`src/rtl/jse_pkg.sv`:
```
// shared constants and controller/datapath interface types for joint_setting_entropy
`default_nettype none
package jse_pkg;
	localparam int DEF_MAX_SAMPLES = 1024;
	localparam int DEF_GENOME_BITS = 32;
	localparam int SAMPLE_W = 32;
	localparam int ENT_W = 20;
	localparam int LOG_FRAC = 24;
	localparam int MANT_FRAC = 30;
	localparam int MANT_W = 32;
	localparam int PBITS = 5;
	localparam int LOG_W = PBITS + LOG_FRAC;

	typedef struct packed {
		logic load_row;
		logic drop;
		logic next_idx;
		logic wr_inc;
		logic wr_new;
		logic log_load_n;
		logic log_load_c;
		logic log_step;
		logic mul_whole;
		logic mul_part;
		logic add_part;
		logic div_init;
		logic div_step;
		logic emit;
	} cmd_t;

	typedef struct packed {
		logic full;
		logic tot_zero;
		logic idx_last;
		logic match;
		logic last;
		logic log_done;
		logic div_done;
	} stat_t;
endpackage
`default_nettype wire

```
`src/rtl/jse_ctrl.sv`:
```
// sequencer for row lookup, log evaluation, summation and final division
`default_nettype none
module jse_ctrl (
	input  wire logic          clk,
	input  wire logic          arst_n,
	input  wire logic          start,
	output logic               busy,
	input  wire jse_pkg::stat_t stat,
	output jse_pkg::cmd_t      cmd
);
	import jse_pkg::*;

	localparam logic [3:0] S_IDLE  = 4'd0;
	localparam logic [3:0] S_RD    = 4'd1;
	localparam logic [3:0] S_CMP   = 4'd2;
	localparam logic [3:0] S_INC   = 4'd3;
	localparam logic [3:0] S_NEW   = 4'd4;
	localparam logic [3:0] S_CHK   = 4'd5;
	localparam logic [3:0] S_LOGN  = 4'd6;
	localparam logic [3:0] S_WHOLE = 4'd7;
	localparam logic [3:0] S_SRD   = 4'd8;
	localparam logic [3:0] S_SLD   = 4'd9;
	localparam logic [3:0] S_LOGC  = 4'd10;
	localparam logic [3:0] S_SMUL  = 4'd11;
	localparam logic [3:0] S_SADD  = 4'd12;
	localparam logic [3:0] S_DINIT = 4'd13;
	localparam logic [3:0] S_DIV   = 4'd14;
	localparam logic [3:0] S_OUT   = 4'd15;

	logic [3:0] state_q;
	logic [3:0] state_d;

	assign busy = (state_q != S_IDLE);

	always_comb begin
		cmd = '0;
		state_d = state_q;
		unique case (state_q)
			S_IDLE: begin
				if (start) begin
					cmd.load_row = 1'b1;
					if (stat.full) begin
						cmd.drop = 1'b1;
						state_d = S_CHK;
					end else if (stat.tot_zero) begin
						state_d = S_NEW;
					end else begin
						state_d = S_RD;
					end
				end
			end
			S_RD: state_d = S_CMP;
			S_CMP: begin
				if (stat.match) begin
					state_d = S_INC;
				end else begin
					cmd.next_idx = 1'b1;
					state_d = stat.idx_last ? S_NEW : S_RD;
				end
			end
			S_INC: begin
				cmd.wr_inc = 1'b1;
				state_d = S_CHK;
			end
			S_NEW: begin
				cmd.wr_new = 1'b1;
				state_d = S_CHK;
			end
			S_CHK: begin
				if (stat.last) begin
					cmd.log_load_n = 1'b1;
					state_d = S_LOGN;
				end else begin
					state_d = S_IDLE;
				end
			end
			S_LOGN: begin
				cmd.log_step = 1'b1;
				if (stat.log_done) begin
					state_d = S_WHOLE;
				end
			end
			S_WHOLE: begin
				cmd.mul_whole = 1'b1;
				state_d = S_SRD;
			end
			S_SRD: state_d = S_SLD;
			S_SLD: begin
				cmd.log_load_c = 1'b1;
				state_d = S_LOGC;
			end
			S_LOGC: begin
				cmd.log_step = 1'b1;
				if (stat.log_done) begin
					state_d = S_SMUL;
				end
			end
			S_SMUL: begin
				cmd.mul_part = 1'b1;
				state_d = S_SADD;
			end
			S_SADD: begin
				cmd.add_part = 1'b1;
				if (stat.idx_last) begin
					state_d = S_DINIT;
				end else begin
					cmd.next_idx = 1'b1;
					state_d = S_SRD;
				end
			end
			S_DINIT: begin
				cmd.div_init = 1'b1;
				state_d = S_DIV;
			end
			S_DIV: begin
				cmd.div_step = 1'b1;
				if (stat.div_done) begin
					state_d = S_OUT;
				end
			end
			S_OUT: begin
				cmd.emit = 1'b1;
				state_d = S_IDLE;
			end
			default: state_d = S_IDLE;
		endcase
	end

	always_ff @(posedge clk or negedge arst_n) begin
		if (!arst_n) begin
			state_q <= S_IDLE;
		end else begin
			state_q <= state_d;
		end
	end
endmodule
`default_nettype wire

```
`config.mk`:
```
export PLATFORM = sky130hd
export DESIGN_NAME = jse_ctrl
export DESIGN_NICKNAME = d
export VERILOG_FILES = /design/src/rtl/jse_pkg.sv /design/src/rtl/jse_ctrl.sv
export SDC_FILE = /design/constraint.sdc
export NUM_CORES = 1
export LEC_CHECK = 0
export BUFFER_PORTS_ARGS = -buffer_cell sky130_fd_sc_hd__buf_2
export CAP_MARGIN = 40
export CORE_AREA = 2 2 39 41
export DETAILED_ROUTE_END_ITERATION = 16
export DIE_AREA = 0 0 41 43
export PLACE_DENSITY_LB_ADDON = 0.25
export SYNTH_ARGS = -nofsm -noshare
export SYNTH_HDL_FRONTEND = slang
export SYNTH_SLANG_ARGS = --single-unit
```
`constraint.sdc`:
```
create_clock -name clk -period 1.27 [get_ports clk]
set_input_delay 0.0635 -clock clk [delete_from_list [all_inputs] [get_ports clk]]
set_output_delay 0.0635 -clock clk [all_outputs]
set_load 0.005 [all_outputs]
```
==> out/results.tsv, run 1 <==
stage	metric	value	unit
sta	finClkSkew	0.000389	ns
synthesis	yosys_warnings	0	
synthesis	synth_top_area_share	21.9	%
setup_path	crit_type	flop to output port	
run	drv_cap	0	
global_routing	grt_pass1_vias	569	
global_routing	grt_pass1_wl	2.26	mm
sta	worst_slack	-0.180	ns
route	avgViaCountPerCell	5.00	
sta	rsz0062_at_grt	yes	
cts	cts_buffers	3	
floorplan	die_w	41	um
setup_path	reg2regPathDepth	5	
route	wl	1.44	mm
route	met3WireLength	30	um
sta	worst_pin_slew	0.267	ns
global_routing	track_usage	18.3	%
synthesis	syn-cell-area	457	um^2
place	finalWeightedCongestion	0.759	
route	wl_met1	651	um
floorplan	die_y	43	um
final_layout	fin_nets	120	
route	drc	0	
synthesis	postSynthCellCount	62	
run_status	violations	setup timing	
cts	path_clk_slew	0.04	ns
final_layout	area_growth	89.0	%
sta	period_share	114	%
cts	cts_max_path_buffers	2	
power	ir_drop	1.43	mV
run_status	status	complete, but fails checks	
final_layout	final_cell_count_no_fill	124	
synthesis	yosysTopAreaCell	dfrtp_1	
synthesis	avgSynthCellArea	7.37	um^2
synthesis	synth_nets	72	
floorplan	num_rows	14	
sta	slew_headroom	82.2	%
cts	clock_latency	0.23	ns
synthesis	synth_edf_count	0	
sta	period_needed	1.45	ns
global_routing	grt_antenna_before_repair	0	
power	power_density	2430	mW/mm^2
synthesis	ys_seq_area_share	21.9	%
sta	hold_viol_final	0	
final_layout	top_register	state_q	
synthesis	postSynth.asyncResetShare	100	%
floorplan	start_util	33.0	%
place	dp_hpwl	986	um
final_layout	top_regs	state_q x4	
hold_path	hp-start	stat[2]	
cts	cts_max_level	1	
floorplan	core-area	0.00138	mm^2
final_layout	largest_reg_flops	4	
synthesis	synth_cell_type_count	31	
cts	cts_tree	done	
setup_path	r2r_start	state_q[0]	
setup_path	endpoint_kind	output port	
cts	cts.sinks	4	
setup_path	crit_path_end	cmd[11]	
route	top_layer_used	met4	
place	numPortBuffers	24	
sta	setup_viol	17	
cts	clock-root-buffer	clkbuf_4	
power	total_power	2.10	mW
synthesis	synth_top_cells_by_count	14 x nor2_1, 7 x nor3_1, 4 x dfrtp_1	
setup_path	r2r_slack	-0.15	ns
global_routing	grt_max_degree	9	
route	ant_nets	0	
place	place_area	681	um^2
setup_path	start_kind	flop	
final_layout	layout-drive-gt1-share	65.7	%
synthesis	synth_ff_type	dfrtp_1	
synthesis	synth-seq-cells	4	
hold_path	hp-class	input pin to flop	
setup_path	critical_path_required	1.21	ns
sta	fin_tns_setup	-2.02	ns
setup_path	cp_max_fo	6	
synthesis	yosysMostFrequentCell	nor2_1	
global_routing	grt.overflow.total	0	
final_layout	final_area	863	um^2
floorplan	dieArea	0.00176	mm^2
synthesis	synthTopCellsByArea	dfrtp_1 22%, nor2_1 12%, nor3_1 7.7%	
power	leakagePower	0.434	nW
route	routedWlPerCell	11.6	um
sta	clock.fmax	690	MHz
route	initialDrtViolationCount	8	
setup_path	worst_ep_arrival_time	1.39	ns
setup_path	regToRegEndpoint	state_q[0]	
route	dr_wl_met2	747	um
place	dp.cells	113	
sta	slew_violations	0	
route	drt_pass1_iterations	2	
floorplan	pin_count	25	
final_layout	antenna_cells	0	
setup_path	crit_start	state_q[3]	
route	num_vias	620	
-- stage by stage --
| stage | hold WS, ns | util (%) | setup WS [ns] |
|---|---|---|---|
| 2_1_floorplan | -0.232 | - | -0.0689 |
| 3_3_place_gp | -0.129 | 49.2 | -0.110 |
| 3_5_place_dp | -0.128 | 49.2 | -0.0920 |
| 4_1_cts | 0.121 | 59.0 | -0.165 |
| 5_1_grt | 0.144 | 62.4 | -0.253 |
| 6_report | 0.123 | 62.4 | -0.180 |
-- worst min-delay path by stage --
stage / depth (start not counted) / endpoint / slack, ns
after floorplan: 0 / state_q[0] / -0.23
after global placement: 1 / state_q[1] / -0.13
after detailed placement: 1 / state_q[1] / -0.13
after CTS: 3 / state_q[0] / 0.12
after global routing: 3 / state_q[1] / 0.14
final: 3 / state_q[1] / 0.12
-- worst max-delay path, cell delays in order (launching register included) --
cell and delay, ns:
dfrtp_1 0.42, buf_6 0.16, nor3_4 0.19, buf_4 0.14
a21oi_1 0.05, nor2_1 0.08, buf_2 0.11
-- cell usage in the layout (no fill, tap or decap), drive strengths merged --
cell	instances
a211oi	3
a21o	1
a21oi	3
a31oi	1
and2	1
and3	1
and4b	1
buf	46
clkbuf	3
dfrtp	4
dlygate4sd3	1
inv	3
nand2	4
nand2b	2
nand3	1
nand4b	1
nor2	14
nor3	7
nor4	1
o211a	1
o21a	1
o21ai	3
o22ai	1
o41ai	1
or2b	2
or4	1
-- cell type report --
class	instances	area, um^2
fill	117	520
tap	16	20.0
inverter	3	11.3
timing repair buffer	47	318
multi-input combinational	51	389
sequential	4	103
clock buffer	3	22.5
-- metal layers --
layer,up-vias,global-route usage [%]
li1,313,-
met3,2,1.57
met1,295,23.5
met2,10,29.7
met5,-,0
met4,0,8.00
-- power breakdown --
group | internal [mW] | total (mW) | switching [mW]
logic | 0.879 | 1.64 | 0.758
clock network | 0.106 | 0.157 | 0.0511
registers | 0.203 | 0.307 | 0.104
-- logic make-up after synthesis --
family / count (synthesis) / share of synthesized area [%]
simple gates: 36 / 43.0
compound gates: 15 / 26.3
flops: 4 / 21.9
buf+inv: 7 / 8.77
-- repair_timing --
action                                  in CTS  in global routing
gates cloned                                 0                  0
gates resized for setup                     16                  7
pin swaps                                    5                  2
hold buffers                                 1                  0
buffers inserted                             5                  3
endpoints found under the setup margin      17                 18
hold endpoints to repair                     4                  0
(Power assumes the default switching activity.)
==> run 2, diff against run 1 <==
clock period = 1.46 ns   (was 1.27 ns; I/O delays follow)
==> run 2 against run 1 <==
- the run still ends with setup timing left
- clock power fell by 11%
- clock skew rose by 0.0081 ns
- die area did not move
- count of clock-buffer cells in the layout did not move
- worst setup slack improved by 0.17 ns
- power fell by 18%
- wire length fell by 2.8%
- global-route usage fell by 2.0 points
- final cell count fell by 4.8%
- hold slack improved by 0.0076 ns
- register-to-register slack improved by 0.18 ns
- sequential power fell by 20%
- critical path type unchanged
- critical endpoint is now cmd[9]
==> out/results.tsv, run 2 (same netlist as run 1, synthesis figures left out) <==
stage	metric	value	unit	change
run_status	status	complete, but fails checks		
run_status	violations	setup timing		
floorplan	num_rows	14		unchanged
place	place_ws	0.0411	ns	+0.133 ns
hold_path	holdPathStages	3		unchanged
final_layout	antenna_cells	0		unchanged
route	wl	1.40	mm	-2.8%
sta	hold_viol_final	0		unchanged
final_layout	final_cell_mix	24 x buf_2, 14 x nor2_1, 10 x buf_4, 5 x buf_6, 4 x nor3_1		
final_layout	top_register	state_q		
setup_path	cpLargestDelayFamily	buffers and inverters		
global_routing	grt_max_degree	15		+6
setup_path	r2r_slack	0.03	ns	+0.18 ns
final_layout	area_growth	76.2	%	
route	avgViaCountPerCell	5.08		+1.7%
cts	cts.sinks	4		unchanged
setup_path	start_kind	flop		
global_routing	grt.overflow.total	0		unchanged
setup_path	crit_slowest_cell	dfrtp_1		
route	routedWlPerCell	11.9	um	+2.1%
sta	worst_slack	-0.0110	ns	+0.169 ns
cts	cts_buffers	3		unchanged
floorplan	core-area	0.00138	mm^2	unchanged
final_layout	largest_reg_flops	4		unchanged
floorplan	die_w	41	um	unchanged
setup_path	regToRegEndpoint	state_q[0]		
setup_path	crit_chain	buf_6, or2b_4, buf_6, nor3_2, buf_2		
run	drv_cap	0		unchanged
sta	slew_violations	0		unchanged
power	power_density	2140	mW/mm^2	-12%
setup_path	crit_type	flop to output port		
global_routing	grt_antenna_before_repair	0		unchanged
sta	slew_headroom	82.9	%	+0.78 points
hold_path	min_to	state_q[1]		
route	drc	0		unchanged
power	leakagePower	0.404	nW	-7.0%
setup_path	cp_max_fo	6		unchanged
final_layout	layout-drive-gt1-share	57.8	%	-7.9 points
floorplan	die_y	43	um	unchanged
route	initialDrtViolationCount	5		-3
setup_path	critical_path_required	1.39	ns	+0.18 ns
sta	period_share	101	%	
floorplan	dieArea	0.00176	mm^2	unchanged
sta	finClkSkew	0.00848	ns	+0.00809 ns
cts	cts_tree	done		
final_layout	top_regs	state_q x4		
setup_path	crit_top_cell	buf_6		
setup_path	reg2regPathDepth	5		unchanged
final_layout	layout_commonest_cell	buf_2		
sta	setup_viol	3		-14
setup_path	worst_ep_arrival_time	1.40	ns	about the same
cts	cts_max_path_buffers	2		unchanged
sta	period_needed	1.47	ns	
route	drt_pass1_iterations	4		+2
floorplan	pin_count	25		unchanged
cts	clock_latency	0.24	ns	about the same
setup_path	crit_buf_inv	3		unchanged
place	finalWeightedCongestion	0.781		+2.9%
sta	clock.fmax	680	MHz	
final_layout	final_cell_count_no_fill	118		-4.8%
place	dp.cells	106		-6.2%
power	ir_drop	1.14	mV	-20%
global_routing	grt_pass1_wl	1.99	mm	-12%
sta	rsz0062_at_grt	yes		
setup_path	r2r_start	state_q[3]		
global_routing	grt_pass1_vias	505		-11%
hold_path	hp-class	input pin to flop		
cts	path_clk_slew	0.04	ns	about the same
setup_path	endpoint_kind	output port		
cts	cts_max_level	1		unchanged
place	numPortBuffers	24		unchanged
place	dp_hpwl	951	um	-3.6%
setup_path	max_stage_delay	0.41	ns	about the same
hold_path	hp-start	stat[2]		
sta	worst_pin_slew	0.253	ns	-0.0140 ns
route	ant_nets	0		unchanged
sta	fin_tns_setup	-0.0212	ns	+2.00 ns
floorplan	start_util	33.0	%	unchanged
route	num_vias	600		-3.2%
final_layout	nFillCells	127		+8.5%
cts	clock-root-buffer	clkbuf_4		
global_routing	track_usage	16.4	%	-2.0 points
final_layout	fin_nets	114		-5.0%
[run 2: how the worst max path moves through the flow]
stage	from	endpoint	slack, ns	cells after the start
after floorplan	state_q[1]	state_q[0]	0.11	4
after global placement	state_q[2]	state_q[0]	0.08	5
after detailed placement	state_q[1]	state_q[0]	0.04	6
after CTS	state_q[1]	cmd[12]	0.002	4
after global routing	state_q[3]	cmd[9]	-0.06	5
final	state_q[3]	cmd[9]	-0.01	5
[run 2: per-layer routing]
layer / GRT usage, % / share of wire, %
met5: 0 / 0
met3: 6.81 / 6.1
met2: 25.3 / 50
met1: 21.3 / 43
met4: 2.00 / 0
[run 2: area by class of cell]
| type | instances | area (um^2) | share of cell area (%) |
|---|---|---|---|
| Timing Repair Buffer | 41 | 282 | 35.0 |
| Inverter | 3 | 11.3 | 1.40 |
| Tap cell | 16 | 20.0 | 2.49 |
| Clock buffer | 3 | 22.5 | 2.80 |
| Sequential cell | 4 | 101 | 12.6 |
| Multi-Input combinational cell | 51 | 368 | 45.7 |
[run 2: repair_timing]
action,in CTS,in global routing
buffers inserted,2,7
gates resized for setup,9,7
hold buffers,1,0
pin swaps,1,3
endpoints found under the hold margin,4,0
endpoints found under the setup margin,7,8
[run 2: tightest hold or removal path, cell delays in order]
cell,delay [ns]
buf_2,0.10
nor2_1,0.04
o22ai_1,0.11
[run 2: report_power, final]
part / leakage, nW / internal, mW / switching, mW
registers: 0.0477 / 0.174 / 0.0712
logic: 0.342 / 0.698 / 0.640
clock network: 0.0138 / 0.0921 / 0.0476
[run 2: stage by stage]
stage | cell area (um^2) | hold WS (ns) | utilization (%) | power, mW
floorplan | 457 | -0.223 | - | 0.856
global placement | 628 | -0.117 | 45.4 | 1.16
detailed placement | 628 | -0.118 | 45.4 | 1.17
CTS | 731 | 0.130 | 52.8 | 1.50
global route | 805 | 0.138 | 58.1 | 1.85
finish | 805 | 0.131 | 58.1 | 1.72
